<file path="config.mk">
export PLATFORM = sky130hd
export DESIGN_NAME = counting_semaphore_fifo_waiters
export DESIGN_NICKNAME = d
export VERILOG_FILES = /design/src/rtl/csem_pkg.sv /design/src/rtl/csem_ram.sv /design/src/rtl/csem_ctrl.sv /design/src/rtl/counting_semaphore_fifo_waiters.sv
export VERILOG_INCLUDE_DIRS = /design/src /design/src/rtl
export SDC_FILE = /design/constraint.sdc
export NUM_CORES = 1
export LEC_CHECK = 0
export BUFFER_PORTS_ARGS = -buffer_cell sky130_fd_sc_hd__buf_4
export CORE_ASPECT_RATIO = 0.9
export CORE_MARGIN = 5
export CORE_UTILIZATION = 50
export CTS_CLUSTER_SIZE = 28
export DETAILED_ROUTE_END_ITERATION = 10
export GPL_TIMING_DRIVEN = 0
export PLACE_DENSITY = 0.68
export SETUP_SLACK_MARGIN = 0.4
export SYNTH_ARGS = -nofsm -noshare
export SYNTH_HDL_FRONTEND = slang
export SYNTH_SLANG_ARGS = --single-unit
</file>
<file path="constraint.sdc">
create_clock -name clk -period 6.31 [get_ports clk]
set_input_delay 0.3155 -clock clk [delete_from_list [all_inputs] [get_ports clk]]
set_output_delay 0.3155 -clock clk [all_outputs]
set_load 0.01 [all_outputs]
</file>
<file path="src/rtl/assert_macros.svh">
// ----------------------------------------------------------------------------
// assert_macros.svh
// Shared assertion macros, clocked on clk, disabled while arst_n is low.
// ----------------------------------------------------------------------------
`ifndef ASSERT_MACROS_SVH
`define ASSERT_MACROS_SVH

// ante implies cons in the same cycle
`define CHK_IMPL(label, ante, cons, msg) \
	label: assert property (@(posedge clk) disable iff (!arst_n) (ante) |-> (cons)) \
		else $error(msg);

// expr never holds
`define CHK_NEVER(label, expr, msg) \
	label: assert property (@(posedge clk) disable iff (!arst_n) !(expr)) \
		else $error(msg);

`endif

</file>
<file path="src/rtl/csem_pkg.sv">
// ----------------------------------------------------------------------------
// csem_pkg
// Constants and codes for the counting semaphore with FIFO wait queue.
// ----------------------------------------------------------------------------
package csem_pkg;

	localparam int QUEUE_DEPTH_DEF = 16;
	localparam int COUNT_BITS_DEF  = 16;
	localparam int ID_BITS_DEF     = 6;

	// port field widths
	localparam int OP_W     = 2;
	localparam int REQ_W    = 6;
	localparam int STATUS_W = 3;
	localparam int CFG_W    = 16;
	localparam int CNT_O_W  = 16;
	localparam int WAIT_O_W = 5;

	// op codes
	localparam logic [OP_W-1:0] OP_DOWN   = 2'd0;
	localparam logic [OP_W-1:0] OP_UP     = 2'd1;
	localparam logic [OP_W-1:0] OP_CANCEL = 2'd2;

	// status codes
	localparam logic [STATUS_W-1:0] STS_GRANTED     = 3'd0;
	localparam logic [STATUS_W-1:0] STS_QUEUED      = 3'd1;
	localparam logic [STATUS_W-1:0] STS_RAISED      = 3'd2;
	localparam logic [STATUS_W-1:0] STS_WOKEN       = 3'd3;
	localparam logic [STATUS_W-1:0] STS_TIMEDOUT    = 3'd4;
	localparam logic [STATUS_W-1:0] STS_INTERRUPTED = 3'd5;
	localparam logic [STATUS_W-1:0] STS_NOTFOUND    = 3'd6;
	localparam logic [STATUS_W-1:0] STS_FULL        = 3'd7;

endpackage

</file>
<file path="src/rtl/csem_ram.sv">
// ----------------------------------------------------------------------------
// csem_ram
// Wait queue storage: one write port, one read port, registered read data.
// ----------------------------------------------------------------------------
module csem_ram #(
	parameter int DEPTH  = 16,
	parameter int WIDTH  = 6,
	parameter int ADDR_W = 4
) (
	input  logic              clk,
	input  logic              wr_en,
	input  logic [ADDR_W-1:0] wr_addr,
	input  logic [WIDTH-1:0]  wr_data,
	input  logic              rd_en,
	input  logic [ADDR_W-1:0] rd_addr,
	output logic [WIDTH-1:0]  rd_data
);

	logic [WIDTH-1:0] mem_q [DEPTH];
	logic [WIDTH-1:0] rd_data_q;

	always_ff @(posedge clk) begin
		if (wr_en) begin
			mem_q[wr_addr] <= wr_data;
		end
		if (rd_en) begin
			rd_data_q <= mem_q[rd_addr];
		end
	end

	assign rd_data = rd_data_q;

endmodule

</file>
<file path="src/rtl/csem_ctrl.sv">
// ----------------------------------------------------------------------------
// csem_ctrl
// Sequencer: count register, circular queue pointers, cancel scan with
// in-place compaction, and the output register.
// ----------------------------------------------------------------------------
`include "assert_macros.svh"

module csem_ctrl
	import csem_pkg::*;
#(
	parameter int QUEUE_DEPTH = QUEUE_DEPTH_DEF,
	parameter int COUNT_BITS  = COUNT_BITS_DEF,
	parameter int ID_BITS     = ID_BITS_DEF,
	parameter int PTR_W       = 4,
	parameter int LEN_W       = 5
) (
	input  logic                  clk,
	input  logic                  arst_n,
	input  logic                  cfg_wr_en,
	input  logic [CFG_W-1:0]      cfg_wr_data,
	input  logic                  in_valid,
	output logic                  in_ready,
	input  logic [OP_W-1:0]       in_op,
	input  logic [ID_BITS-1:0]    in_id,
	input  logic                  in_intr,
	output logic                  out_valid,
	input  logic                  out_ready,
	output logic [STATUS_W-1:0]   out_status,
	output logic [ID_BITS-1:0]    out_woken,
	output logic [COUNT_BITS-1:0] out_count,
	output logic [LEN_W-1:0]      out_len,
	output logic                  ram_wr_en,
	output logic [PTR_W-1:0]      ram_wr_addr,
	output logic [ID_BITS-1:0]    ram_wr_data,
	output logic                  ram_rd_en,
	output logic [PTR_W-1:0]      ram_rd_addr,
	input  logic [ID_BITS-1:0]    ram_rd_data
);

	typedef enum logic [1:0] {
		S_IDLE,
		S_UPRD,
		S_SCAN,
		S_RESP
	} state_t;

	localparam logic [LEN_W-1:0] LEN_FULL = LEN_W'(QUEUE_DEPTH);

	state_t                state_q;
	logic [COUNT_BITS-1:0] count_q;
	logic [LEN_W-1:0]      len_q;
	logic [PTR_W-1:0]      head_q;
	logic [PTR_W-1:0]      curp_q;
	logic [PTR_W-1:0]      prevp_q;
	logic [LEN_W-1:0]      idx_q;
	logic                  found_q;
	logic [ID_BITS-1:0]    id_q;
	logic                  intr_q;
	logic [STATUS_W-1:0]   status_q;
	logic [ID_BITS-1:0]    woken_q;
	logic                  out_valid_q;
	logic [STATUS_W-1:0]   out_status_q;
	logic [ID_BITS-1:0]    out_woken_q;
	logic [COUNT_BITS-1:0] out_count_q;
	logic [LEN_W-1:0]      out_len_q;

	logic                  accept;
	logic                  hit;
	logic                  scan_last;
	logic                  down_queue;
	logic [PTR_W:0]        tail_sum;
	logic [PTR_W-1:0]      tail;

	function automatic logic [PTR_W-1:0] ptr_next(input logic [PTR_W-1:0] p);
		logic [PTR_W:0] n;
		n = {1'b0, p} + (PTR_W+1)'(1);
		if (n >= (PTR_W+1)'(QUEUE_DEPTH)) begin
			n = '0;
		end
		return n[PTR_W-1:0];
	endfunction

	assign in_ready   = (state_q == S_IDLE);
	assign accept     = in_valid && in_ready;
	assign hit        = (ram_rd_data == id_q);
	assign scan_last  = (idx_q == len_q - LEN_W'(1));
	assign down_queue = accept && (in_op == OP_DOWN) && (count_q == '0) && (len_q != LEN_FULL);

	always_comb begin
		tail_sum = {1'b0, head_q} + (PTR_W+1)'(len_q);
		if (tail_sum >= (PTR_W+1)'(QUEUE_DEPTH)) begin
			tail_sum = tail_sum - (PTR_W+1)'(QUEUE_DEPTH);
		end
		tail = tail_sum[PTR_W-1:0];
	end

	assign ram_wr_en   = down_queue || ((state_q == S_SCAN) && found_q);
	assign ram_wr_addr = (state_q == S_SCAN) ? prevp_q : tail;
	assign ram_wr_data = (state_q == S_SCAN) ? ram_rd_data : in_id;
	assign ram_rd_en   = (accept && (len_q != '0) && ((in_op == OP_UP) || (in_op == OP_CANCEL)))
		|| ((state_q == S_SCAN) && !scan_last);
	assign ram_rd_addr = (state_q == S_SCAN) ? ptr_next(curp_q) : head_q;

	always_ff @(posedge clk or negedge arst_n) begin
		if (!arst_n) begin
			state_q      <= S_IDLE;
			count_q      <= COUNT_BITS'(1);
			len_q        <= '0;
			head_q       <= '0;
			curp_q       <= '0;
			prevp_q      <= '0;
			idx_q        <= '0;
			found_q      <= 1'b0;
			id_q         <= '0;
			intr_q       <= 1'b0;
			status_q     <= STS_NOTFOUND;
			woken_q      <= '0;
			out_valid_q  <= 1'b0;
			out_status_q <= STS_NOTFOUND;
			out_woken_q  <= '0;
			out_count_q  <= '0;
			out_len_q    <= '0;
		end else begin
			if (out_valid_q && out_ready) begin
				out_valid_q <= 1'b0;
			end
			if (cfg_wr_en) begin
				count_q <= COUNT_BITS'(cfg_wr_data);
				len_q   <= '0;
				head_q  <= '0;
			end
			unique case (state_q)
				S_IDLE: begin
					if (accept) begin
						id_q     <= in_id;
						intr_q   <= in_intr;
						woken_q  <= '0;
						status_q <= STS_NOTFOUND;
						state_q  <= S_RESP;
						unique case (in_op)
							OP_DOWN: begin
								if (count_q != '0) begin
									count_q  <= count_q - COUNT_BITS'(1);
									status_q <= STS_GRANTED;
								end else if (len_q == LEN_FULL) begin
									status_q <= STS_FULL;
								end else begin
									len_q    <= len_q + LEN_W'(1);
									status_q <= STS_QUEUED;
								end
							end
							OP_UP: begin
								if (len_q != '0) begin
									state_q <= S_UPRD;
								end else if (&count_q) begin
									status_q <= STS_FULL;
								end else begin
									count_q  <= count_q + COUNT_BITS'(1);
									status_q <= STS_RAISED;
								end
							end
							OP_CANCEL: begin
								if (len_q != '0) begin
									state_q <= S_SCAN;
									idx_q   <= '0;
									found_q <= 1'b0;
									curp_q  <= head_q;
								end
							end
							default: begin
							end
						endcase
					end
				end
				S_UPRD: begin
					woken_q  <= ram_rd_data;
					head_q   <= ptr_next(head_q);
					len_q    <= len_q - LEN_W'(1);
					status_q <= STS_WOKEN;
					state_q  <= S_RESP;
				end
				S_SCAN: begin
					if (!found_q && hit) begin
						found_q <= 1'b1;
					end
					prevp_q <= curp_q;
					curp_q  <= ptr_next(curp_q);
					idx_q   <= idx_q + LEN_W'(1);
					if (scan_last) begin
						state_q <= S_RESP;
						if (found_q || hit) begin
							len_q    <= len_q - LEN_W'(1);
							status_q <= intr_q ? STS_INTERRUPTED : STS_TIMEDOUT;
						end
					end
				end
				S_RESP: begin
					if (!out_valid_q || out_ready) begin
						out_valid_q  <= 1'b1;
						out_status_q <= status_q;
						out_woken_q  <= woken_q;
						out_count_q  <= count_q;
						out_len_q    <= len_q;
						state_q      <= S_IDLE;
					end
				end
				default: begin
					state_q <= S_IDLE;
				end
			endcase
		end
	end

	assign out_valid  = out_valid_q;
	assign out_status = out_status_q;
	assign out_woken  = out_woken_q;
	assign out_count  = out_count_q;
	assign out_len    = out_len_q;

	`CHK_NEVER(a_len_bound, len_q > LEN_FULL, "queue length above depth")
	`CHK_IMPL(a_wr_ctx, ram_wr_en, (state_q == S_IDLE) || (state_q == S_SCAN && found_q), "stray write")
	`CHK_IMPL(a_scan_idx, state_q == S_SCAN, idx_q < len_q, "scan ran past tail")
	`CHK_IMPL(a_uprd_len, state_q == S_UPRD, len_q != '0, "wake with empty queue")

endmodule

</file>
<file path="src/rtl/counting_semaphore_fifo_waiters.sv">
// ----------------------------------------------------------------------------
// counting_semaphore_fifo_waiters
// Counting semaphore with a FIFO queue of waiting requester ids.
//
//   channel  | dir | tdata fields (low bit up)                 | tuser
//   s_axis   | in  | requester[5:0], cancel_interrupted[6]     | op[1:0]
//   m_axis   | out | woken_id[5:0], count_now[21:6],           | status[2:0]
//            |     | waiters_now[26:22]                        |
//   cfg      | in  | cfg_wr_data = initial_count, cfg_wr_en    |
//
// From input transfer to result in the output register: down, up on an
// empty queue, unused op and cancel on an empty queue go straight to the
// response state; up with waiters first reads the queue RAM head; cancel
// scans all the waiters, one RAM entry per cycle, before the response state.
// A result waits until the previous one has left; the input stays blocked.
// Reset: count = 1, queue empty; no RAM clearing pass. A config write
// reloads the count and empties the queue.
// ----------------------------------------------------------------------------
module counting_semaphore_fifo_waiters
	import csem_pkg::*;
#(
	parameter int QUEUE_DEPTH = QUEUE_DEPTH_DEF,
	parameter int COUNT_BITS  = COUNT_BITS_DEF,
	parameter int ID_BITS     = ID_BITS_DEF
) (
	input  logic        clk,
	input  logic        arst_n,
	input  logic        cfg_wr_en,
	input  logic [15:0] cfg_wr_data,
	input  logic        s_axis_tvalid,
	output logic        s_axis_tready,
	input  logic [7:0]  s_axis_tdata,   // requester[5:0], cancel_interrupted[6]
	input  logic [1:0]  s_axis_tuser,   // op[1:0]
	output logic        m_axis_tvalid,
	input  logic        m_axis_tready,
	output logic [31:0] m_axis_tdata,   // woken_id[5:0], count_now[21:6], waiters_now[26:22]
	output logic [2:0]  m_axis_tuser    // status[2:0]
);

	localparam int PTR_W = (QUEUE_DEPTH > 1) ? $clog2(QUEUE_DEPTH) : 1;
	localparam int LEN_W = $clog2(QUEUE_DEPTH + 1) > 0 ? $clog2(QUEUE_DEPTH + 1) : 1;

	logic                  ram_wr_en;
	logic [PTR_W-1:0]      ram_wr_addr;
	logic [ID_BITS-1:0]    ram_wr_data;
	logic                  ram_rd_en;
	logic [PTR_W-1:0]      ram_rd_addr;
	logic [ID_BITS-1:0]    ram_rd_data;
	logic [ID_BITS-1:0]    in_id;
	logic [ID_BITS-1:0]    out_woken;
	logic [COUNT_BITS-1:0] out_count;
	logic [LEN_W-1:0]      out_len;
	logic [STATUS_W-1:0]   out_status;

	assign in_id = ID_BITS'(s_axis_tdata[REQ_W-1:0]);

	csem_ram #(
		.DEPTH  (QUEUE_DEPTH),
		.WIDTH  (ID_BITS),
		.ADDR_W (PTR_W)
	) u_ram (
		.clk     (clk),
		.wr_en   (ram_wr_en),
		.wr_addr (ram_wr_addr),
		.wr_data (ram_wr_data),
		.rd_en   (ram_rd_en),
		.rd_addr (ram_rd_addr),
		.rd_data (ram_rd_data)
	);

	csem_ctrl #(
		.QUEUE_DEPTH (QUEUE_DEPTH),
		.COUNT_BITS  (COUNT_BITS),
		.ID_BITS     (ID_BITS),
		.PTR_W       (PTR_W),
		.LEN_W       (LEN_W)
	) u_ctrl (
		.clk         (clk),
		.arst_n      (arst_n),
		.cfg_wr_en   (cfg_wr_en),
		.cfg_wr_data (cfg_wr_data),
		.in_valid    (s_axis_tvalid),
		.in_ready    (s_axis_tready),
		.in_op       (s_axis_tuser),
		.in_id       (in_id),
		.in_intr     (s_axis_tdata[REQ_W]),
		.out_valid   (m_axis_tvalid),
		.out_ready   (m_axis_tready),
		.out_status  (out_status),
		.out_woken   (out_woken),
		.out_count   (out_count),
		.out_len     (out_len),
		.ram_wr_en   (ram_wr_en),
		.ram_wr_addr (ram_wr_addr),
		.ram_wr_data (ram_wr_data),
		.ram_rd_en   (ram_rd_en),
		.ram_rd_addr (ram_rd_addr),
		.ram_rd_data (ram_rd_data)
	);

	assign m_axis_tuser = out_status;
	assign m_axis_tdata = {5'b0, WAIT_O_W'(out_len), CNT_O_W'(out_count), REQ_W'(out_woken)};

endmodule

</file>
Word-level counts from Yosys, hierarchy flattened
Memory sizes are Yosys's and may differ from the RTL's. A register that Yosys moved wholly into a read port is not among the register bits.
Index checks and enable logic that the tools add are counted.
{ "classes": {"order_cmp": 3, "n_addsub": 9, "n_mux": 60, "n_reduce_logical": 35, "eq_ne": 16} }
{ "op_table": {"columns": ["operator", "n"], "rows": [
  ["$mux W16", 6],
  ["$mux W5", 10],
  ["$mux W4", 10],
  ["$pmux W16 S2", 1],
  ["$mux W3", 7],
  ["$add A16 B1 Y16 const B", 1],
  ["$logic_not A16 Y1", 1],
  ["$reduce_and A16 Y1", 1],
  ["$reduce_bool A16 Y1", 1],
  ["$sub A16 B1 Y16 const B", 1],
  ["$ge A5 B5 Y1 const B", 3],
  ["$pmux W5 S3", 1],
  ["$mux W6", 2],
  ["$pmux W6 S2", 1],
  ["$mux W1", 11],
  ["$add A4 B1 Y5 const B", 2],
  ["$add A5 B1 Y5 const B", 2],
  ["$logic_and A1 B1 Y1", 10],
  ["$ne A2 B2 Y1 const B", 5],
  ["$pmux W5 S2", 1],
  ["$pmux W3 S3", 1],
  ["$mux W2", 4],
  ["$pmux W2 S4", 1],
  ["$pmux W4 S2", 1],
  ["23 further kinds", 39]
]} }
{ "totals": {"mem_count": 1, "mem_bits_rw": 96, "elab_cells": 141, "register_bits": 88} }
{ "mem_list": {"columns": ["memory", "depth", "word_bits", "rd", "rd_clocked_by_memory_dff", "write_ports", "line_no", "rtl"], "rows": [
  ["u_ram.mem_q", 16, 6, 1, 1, 1, "csem_ram.sv:19", "logic [WIDTH-1:0] mem_q [DEPTH];"]
]} }

Depth between registers and ports, before layout
Gate-level depths: netlist (run 1).
{ "logic_depth": {"ltp_word": 8, "depth_mapped": 11} }

Cells and area by module
Synthesis (run 1) repeated with hierarchy kept, for this count alone.
{ "hier_totals": {"cells_unflattened": 768, "area_unflattened_um2": 9613.0} }
{ "by_module_without_submodules": {"columns": ["mod", "instances", "cells_per_inst", "area_each_um2", "seq_area_each_um2"], "rows": [
  ["csem_ctrl", 1, 584, 5616.6, 2208.4],
  ["csem_ram", 1, 178, 3955.0, 3062.9],
  ["counting_semaphore_fifo_waiters", 1, 6, 41.3, 0.0]
]} }

Worst setup path after synthesis (run 1)
Ideal clock, no wire load.
{ "synth_path": {"kind": "input to register", "start": "input s_axis_tuser[0]", "end": "memory u_ram.mem_q[13][0], enable pin", "cell_stages": 10, "arrival_time_ps": 2537, "setup_slack_ps": 3424, "path_cell_list": "inv_1 ha_1 clkbuf_2 or4b_2 clkbuf_1 a211oi_2 a21oi_1 o31ai_1 nand2_1 nor2_1"} }
{ "synth_between": {"elab_chain_cells": 7} }
{ "synth_rtl": {"columns": ["item", "line_no", "rtl"], "rows": [
  ["from (decl)", "counting_semaphore_fifo_waiters.sv:33", "input logic [1:0] s_axis_tuser,"],
  ["$logic_not A2 Y1", "csem_ctrl.sv:87", "assign down_queue = accept && (in_op == OP_DOWN) && (count_q == '0) && (len_q != LEN_FULL);"],
  ["$logic_and A1 B1 Y1 (3 in series)", "csem_ctrl.sv:87", null],
  ["$logic_or A1 B1 Y1", "csem_ctrl.sv:97", "assign ram_wr_en = down_queue || ((state_q == S_SCAN) && found_q);"],
  ["$mux W1", "csem_ram.sv:23", "if (wr_en) begin"],
  ["$mux W1 (not written as such)", "csem_ram.sv:24", "mem_q[wr_addr] <= wr_data;"],
  ["to (decl)", "csem_ram.sv:19", null]
]} }
Every way passes these cells.

Final worst setup path (run 1)
{ "layout_path": {"start": "register u_ctrl.state_q[0]", "end": "register u_ram.rd_data_q[4] (netlist: u_ram.rd_data[4]) (read register of u_ram.mem_q) (data pin)"} }
{ "layout_between": {"elab_chain_cells": 5} }
{ "layout_rtl": {"columns": ["item", "line_no", "rtl"], "rows": [
  ["from (decl)", "csem_ctrl.sv:49", "state_t state_q;"],
  ["from (signal assigned)", "csem_ctrl.sv:106", "state_q <= S_IDLE;"],
  ["from (signal assigned)", "csem_ctrl.sv:139", "state_q <= S_RESP;"],
  ["from (signal assigned)", "csem_ctrl.sv:154", "state_q <= S_UPRD;"],
  ["$logic_not A2 Y1", "csem_ctrl.sv:83", "assign in_ready = (state_q == S_IDLE);"],
  ["$logic_and A1 B1 Y1", "csem_ctrl.sv:84", "assign accept = in_valid && in_ready;"],
  ["$logic_and A1 B1 Y1 (2 in series)", "csem_ctrl.sv:100", "assign ram_rd_en = (accept && (len_q != '0) && ((in_op == OP_UP) || (in_op == OP_CANCEL)))"],
  ["$logic_or A1 B1 Y1", "csem_ctrl.sv:101", "|| ((state_q == S_SCAN) && !scan_last);"],
  ["to (decl)", "csem_ram.sv:20", "logic [WIDTH-1:0] rd_data_q;"]
]} }
Several ways; a longest one is shown, not always the timed one.
A chain may end at the register's enable or synchronous reset.

==> reports/summary.txt, run 1 <==
Status = finished clean
YS warnings = 0
Largest net degree at the start of global routing = 89
Total power = 0.00526 W
DR WL/cell = 20.2 um
Main synth FF type = edfxtp_1
Final HPWL DP = 16.4 mm
Synth top area cells = edfxtp_1 32%, dfrtp_1 22%, mux2_2 6.0%, mux2i_1 4.5%, nand2_1 2.9%
Async set-reset flop share out of synthesis = 46.3%
Final WL = 23.1 mm
Nets@finish = 931
First drt pass iteration count = 6
RSZ-0062 raised after global routing = false
Placer Congestion = 0.887
I/O Pins = 68
Number of global-route vias before repair = 6542
R2R Path Start = u_ctrl.state_q[0]
DR vias/cell = 5.95
Final Max Slew Viols = 0
PD cells = 480 mW/mm^2
Worst skew pair latency = 430 ps
Core area = 0.0190 mm^2
Worst VDD drop = 0.192 mV
Gr busiest metal = met1
Post-CTS Setup Inserts = 0
Die height = 141 um
CP Data Required Time = 6500 ps
Worst Tran Pin Value = 1110 ps
Worst slew margin = 25.9%
GRT met1 Usage = 32.7%
Routing usage on met3 = 5.12%
Diodes inserted = 0
Overflow after GRT = 0
Antenna-violating nets left = 0
H-tree depth = 4
FP Rows = 48
GR Layer Usage met2 = 30.9%
Synth Register Bits = 190
Final setup violation count = 0
Worst Path Max Fanout = 10
Crit Reg-Reg Endpoint = u_ram.rd_data[4]
Longest Clk Path Bufs = 2
Worst reg2reg setup slack = 2760 ps
FF-to-FF path depth = 11
Tmin final = 3550 ps
Cell taking the most area after synthesis = edfxtp_1
Endpoints failing hold = 0
Startpoint Class = register
LEAKAGE = 4.27 nW
Synth unique cells = 80
Via Count = 6797
Setup crit end kind = register
Post-synth EDFFs = 102
Max Fclk = 0.281 GHz
CTS resizes = 0
CTS tree = yes
DR iter-0 viols = 709
TritonCTS buffer count = 17
Crit share post-route = 56.3%
Die Area = 0.0220 mm^2
Share of layout cells above drive strength 1 = 20.8%
CTS Root Cell = clkbuf_16
Syn Inst Count = 797
MaxCap Viol Count = 0
Sequential cell area fraction in the yosys report = 55.1%
Die Width = 156 um
Layout Utilization = 57.7%
Setup TNS = 0 ps
PortBufs = 60
Area delta synth->final = 14.4%
Synthesized cell area = 0.00958 mm^2
Cts hold-fix bufs = 0
Initial Util = 50.5%
Post-synth top area share = 32.0%
Synth cell count leaders = 102 x edfxtp_1, 83 x dfrtp_1, 75 x nand2_1, 51 x mux2_2, 46 x nor2_1
GRT Total Usage = 21.2%
Clock Pin Slew Worst Setup and Hold Paths = 70 ps
DR DRC count = 0
Global-route wire length before repair = 36.3 mm
CP Class = register to register
CTS sink cnt = 190
Hold WC Path Type = input pin to asynchronous set/reset pin
Crit path arrival time = 3740 ps
Initial antenna violation count = 0
Mean Syn Cell Area = 12.0 um^2
Clk_skew = 15.2 ps
Most frequent cell after synthesis = edfxtp_1
-- worst max-delay path: stages, from the launching register on --
cell and delay (ps):
dfrtp_1 420, inv_1 140, ha_1 160, buf_2 210, inv_2 130, nand2_1 120, and2_1 150, clkbuf_1 500
clkbuf_1 510, mux4_2 410, mux2_2 290, mux2_2 270
-- placed cells by master, fill, tap and decap left out, types with 7 or more instances in the layout --
cell type,netlist,layout
nor3_1,12,12
clkbuf_1,36,38
nand2_1,75,75
xnor2_1,20,20
a22o_1,11,11
o21ai_0,38,38
dfrtp_1,83,83
mux4_2,12,12
nor4_1,7,7
ha_1,19,19
clkbuf_16,0,19
inv_1,26,26
mux2_2,51,51
mux2i_1,43,43
a21oi_1,32,32
buf_4,5,65
edfxtp_1,102,102
xor2_1,8,8
nor2_1,46,46
o22ai_1,7,7
nand3_1,18,18
o32ai_1,8,8
nand4_1,10,10
-- report_power, final --
group	internal (W)	switching [W]
clock	0.000574	0.000507
sequential	0.00168	0.000198
combinational	0.000981	0.00132
-- registers in the layout (all words and copies together) (netlist names), 4 cells and up --
register / flops
u_ctrl.prevp_q: 4
u_ram.rd_data: 6
u_ctrl.head_q: 4
u_ctrl.idx_q: 5
u_ctrl.count_q: 16
u_ctrl.curp_q: 4
u_ctrl.woken_q: 6
u_ctrl.out_woken: 6
u_ctrl.out_count: 16
u_ctrl.out_len: 5
u_ctrl.id_q: 6
u_ram.mem_q: 96
u_ctrl.len_q: 5
-- layout make-up --
cell class                      count  area, um^2
Tap cell                          250         313
Sequential cell                   190        5270
Clock inverter                     11         114
Fill cell                        1583        8030
Timing Repair Buffer               60         450
Buffer                             55         241
Multi-Input combinational cell    529        3980
Clock buffer                       21         483
Inverter                           27         101
-- how the worst max path moves through the flow --
stage	end	start
2_1_floorplan	u_ram.mem_q[13][0]	s_axis_tuser[0]
3_3_place_gp	u_ram.mem_q[7][5]	s_axis_tuser[0]
3_5_place_dp	u_ram.mem_q[7][5]	s_axis_tuser[0]
4_1_cts	u_ram.rd_data[4]	u_ctrl.state_q[0]
5_1_grt	u_ram.mem_q[2][2]	u_ctrl.count_q[9]
6_report	u_ram.rd_data[4]	u_ctrl.state_q[0]
-- kinds of logic (layout without fill, tap and decap cells) --
group,after synthesis,in the layout,share of synthesized area (%)
and+or+nand+nor,203,203,10.3
buffers and inverters,82,174,3.58
DFF,190,190,55.1
AOI/OAI and AO/OA,165,165,12.3
xor gates and xnor gates,28,28,2.56
adders and majority gates,20,20,2.69
muxes,108,108,13.6
other,1,5,0.0392
-- metrics by stage --
stage | std cells | hold slack [ps] | instance area (um^2) | setup slack (ps)
2_1_floorplan | 801 | 19.9 | 9590 | 3420
3_3_place_gp | 1111 | 471 | 10400 | 2620
3_5_place_dp | 1111 | 475 | 10400 | 2590
4_1_cts | 1143 | 82.0 | 11000 | 2800
5_1_grt | 1143 | 96.5 | 11000 | 2440
6_report | 1143 | 91.8 | 11000 | 2760
-- per-layer routing --
layer	part of all wire, %	vias to the layer above
met5	0	-
met4	1.1	0
met3	8.1	27
met2	44	283
met1	47	3313
li1	-	3174
No activity file was read; power rests on OpenSTA's default activity.
==> run 2: changes to the inputs <==
--- a/config.mk
+++ b/config.mk
@@ -6,6 +6,7 @@
 export SDC_FILE = /design/constraint.sdc
 export NUM_CORES = 1
 export LEC_CHECK = 0
+export ABC_AREA = 1
 export BUFFER_PORTS_ARGS = -buffer_cell sky130_fd_sc_hd__buf_4
 export CORE_ASPECT_RATIO = 0.9
 export CORE_MARGIN = 5
==> constraint.sdc (replaced) <==
create_clock -name clk -period 3.35 [get_ports clk]
set_input_delay 0.1675 -clock clk [delete_from_list [all_inputs] [get_ports clk]]
set_output_delay 0.1675 -clock clk [all_outputs]
set_load 0.01 [all_outputs]
==> reports/summary.txt, run 2 <==
Largest family of logic cells by synthesized area = simple AND/OR/NAND/NOR gates
Crit Reg-Reg Endpoint = u_ram.rd_data[2]
GRT Total Usage = 23.8% (+2.6 points)
Max reg flops = 96 (unchanged)
Synth Area in XOR/XNOR = 1.83% (-0.73 points)
YS warnings = 0 (unchanged)
Max incr delay on CP = 610 ps (+100 ps)
Worst skew pair latency = 450 ps (+20 ps)
Die height = 144 um (+2.2%)
Final Max Slew Viols = 0 (unchanged)
Placer Congestion = 0.973 (+9.6%)
CP Buf/Inv Count = 3 (-2)
Syn Inst Count = 1143 (+43%)
FF-to-FF path depth = 8 (-3)
Synthesized cell area = 0.0100 mm^2 (+4.7%)
Crit share post-route = 84.3% (+28 points)
Post-route cell area = 0.0117 mm^2 (+6.5%)
Via Count = 8442 (+24%)
Initial Util = 50.5% (about the same)
LEAKAGE = 4.93 nW (+16%)
Top reg by flops = u_ram.mem_q
Post-CTS Setup Inserts = 0 (unchanged)
Main synth FF type = edfxtp_1
DR vias/cell = 5.61 (-5.7%)
Post-synthesis compound-gate area fraction = 14.5% (+2.2 points)
Max Fclk = 0.354 GHz (+26%)
Simple-gate share of the synthesized area = 20.2% (+9.9 points)
PortBufs = 60 (unchanged)
Die Area = 0.0230 mm^2 (+4.4%)
DR WL/cell = 18.2 um (-9.7%)
Synth cell count leaders = 240 x nand2_1, 125 x o21ai_0, 117 x inv_1, 102 x edfxtp_1, 84 x nand3_1
Most frequent cell after synthesis = nand2_1
Status = finished clean
Worst slew margin = 23.6% (-2.3 points)
Global-route wire length before repair = 42.9 mm (+18%)
H-tree depth = 4 (unchanged)
Worst reg2reg setup slack = 520 ps (-2230 ps)
CP Data Required Time = 3550 ps (-2950 ps)
Mean Syn Cell Area = 8.77 um^2 (-27%)
FP Rows = 49 (+2.1%)
Setup crit end kind = register
Commonest non-fill, non-tap cell in the layout = nand2_1
CTS sink cnt = 190 (unchanged)
Synth Area in Adders = 2.57% (-0.12 points)
Worst path slowest cell = o21ai_0
Hold_ws = 13.4 ps (-78.3 ps)
Switching pwr = 0.00478 W (+140%)
R2R Path Start = u_ctrl.state_q[0]
CP Class = register to register
Clock Pin Slew Worst Setup and Hold Paths = 80 ps (about the same)
Longest Clk Path Bufs = 2 (unchanged)
CP endpoint = u_ram.rd_data[2]
Synth Register Bits = 190 (unchanged)
Final setup violation count = 0 (unchanged)
Startpoint Class = register
Top Family by Delay on Critical Path = compound AO/OA/AOI/OAI gates
Share of layout cells above drive strength 1 = 16.1% (-4.7 points)
Crit path from = u_ctrl.state_q[0]
Worst Path Max Fanout = 10 (unchanged)
I/O Pins = 68 (unchanged)
Final WL = 27.5 mm (+19%)
Critical path, cell by cell = inv_1, ha_1, buf_4, o21ai_0, clkbuf_1, o211ai_1, nand3_1, nand2_1
TritonCTS buffer count = 17 (unchanged)
Endpoints failing hold = 0 (unchanged)
CP Depth = 8 (-3)
Largest net degree at the start of global routing = 89 (unchanged)
Clock network power share = 19.2% (-1.4 points)
Overflow after GRT = 0 (unchanged)
Most frequent cells in the layout = 240 x nand2_1, 119 x o21ai_0, 117 x inv_1
First drt pass iteration count = 5 (-1)
Switching part of the total power = 45.3% (+6.7 points)
Number of global-route vias before repair = 7792 (+19%)
Initial antenna violation count = 0 (unchanged)
Multiplexer share of the synthesized area = 0.437% (-13 points)
Worst Tran Pin Value = 1150 ps (+34.0 ps)
Antenna-violating nets left = 0 (unchanged)
Diodes inserted = 0 (unchanged)
Part of the power in registers = 33.4% (-2.3 points)
Cell taking the most area after synthesis = edfxtp_1
Synth top area cells = edfxtp_1 31%, dfrtp_1 21%, nand2_1 9.0%, o21ai_0 6.2%, inv_1 4.4%
Crit path arrival time = 3020 ps (-720 ps)
Worst VDD drop = 0.396 mV (+110%)
CTS Root Cell = clkbuf_16
CTS tree = yes
Final HPWL DP = 19.8 mm (+21%)
Post-synth top area share = 30.6% (-1.4 points)
RSZ-0062 raised after global routing = false
Gate power share = 47.3% (+3.5 points)
Hold WC Path Type = input pin to register
Area delta synth->final = 16.3%
Die Width = 159 um (+2.2%)
PD cells = 906 mW/mm^2 (+89%)
DR iter-0 viols = 1045 (+47%)
Synth unique cells = 44 (-45%)
Post-synth EDFFs = 102 (unchanged)
Post-DP Area = 0.0108 mm^2 (+4.8%)
Tmin final = 2830 ps (-729 ps)
Core area = 0.0199 mm^2 (+4.7%)
Nets@finish = 1289 (+38%)
DR DRC count = 0 (unchanged)
Clk_skew = 13.9 ps (-1.34 ps)
Int Power = 0.00578 W (+79%)
Sequential cell area fraction in the yosys report = 52.6% (-2.5 points)
MaxCap Viol Count = 0 (unchanged)
Async set-reset flop share out of synthesis = 46.3% (unchanged)
## run 2: changes by cell type in the layout (fill, tap and decap cells not counted), moves of 13 or more
cell / previous run / this run
clkbuf_1: 38 / 25
nor2_1: 46 / 62
a21oi_1: 32 / 68
mux2_2: 51 / 3
xnor2_1: 20 / 1
nand2_1: 75 / 240
o21ai_1: 2 / 31
o211ai_1: 2 / 28
mux2i_1: 43 / 1
inv_1: 26 / 117
nand3_1: 18 / 80
o21ai_0: 38 / 119
nor2_4: 0 / 20
## run 2: area by class of cell
class,instances,area (um^2)
buffer,53,309
tap,255,319
multi-input combinational,777,4130
timing repair buffer,72,561
clock buffer,17,425
sequential,190,5270
clock inverter,15,165
fill,1777,8200
inverter,127,479
## run 2: worst min-delay path: cells and delay by family
family,cells,cell delay [ps]
buffers and inverters,2,170
AOI/OAI and AO/OA,1,80
## run 2: layer usage
layer,global-route usage [%],vias to the layer above,wire length (um)
met1,35.8,3968,12800
met3,5.70,51,2680
met2,34.6,378,11400
met5,0,-,0
met4,6.91,0,594
li1,-,4045,-
## run 2: power groups by stage
stage / sequential, W / clock (W) / combinational [W]
6_report: 0.00353 / 0.00203 / 0.00500
5_1_grt: 0.00359 / 0.00215 / 0.00549
4_1_cts: 0.00352 / 0.00204 / 0.00483
3_5_place_dp: 0.00357 / 0 / 0.00477
3_3_place_gp: 0.00357 / 0 / 0.00463
2_1_floorplan: 0.00355 / 0 / 0.00309
## run 2: kinds of logic (layout without fill, tap and decap cells)
family	Yosys count	after routing
muxes	4	4
buffers and inverters	180	284
other	1	5
AOI/OAI and AO/OA	267	267
adders and majority gates	20	20
DFF	190	190
xor gates and xnor gates	21	21
and+or+nand+nor	460	460
## run 2: stage by stage
step                setup TNS [ps]  total power (W)  cells  utilization (%)  setup WS [ps]
finish                           0           0.0106   1506             58.7            525
global route                     0           0.0112   1506             58.7            404
CTS                              0           0.0104   1506             58.1            306
detailed placement               0          0.00834   1466             54.6            298
global placement            -23640          0.00820   1462             54.4           -590
floorplan                        0          0.00665   1147                -            960
## run 2: how the worst min path moves through the flow
stage | endpoint | depth (start not counted) | slack, ps | from
final | u_ctrl.id_q[2] | 3 | 10 | s_axis_tdata[2]
after global routing | u_ctrl.count_q[9] | 3 | 30 | cfg_wr_data[9]
after CTS | u_ctrl.id_q[2] | 3 | 7 | s_axis_tdata[2]
after detailed placement | u_ctrl.intr_q | 3 | 400 | s_axis_tdata[6]
after global placement | u_ctrl.intr_q | 3 | 390 | s_axis_tdata[6]
after floorplan | u_ctrl.count_q[10] | 0 | -130 | arst_n
## run 2: repair_timing
| item | in CTS | in global routing |
|---|---|---|
| setup endpoints to repair | 80 | 96 |
| hold buffers | 8 | 0 |
| hold endpoints to repair | 15 | 0 |
| gates resized for setup | 10 | 27 |
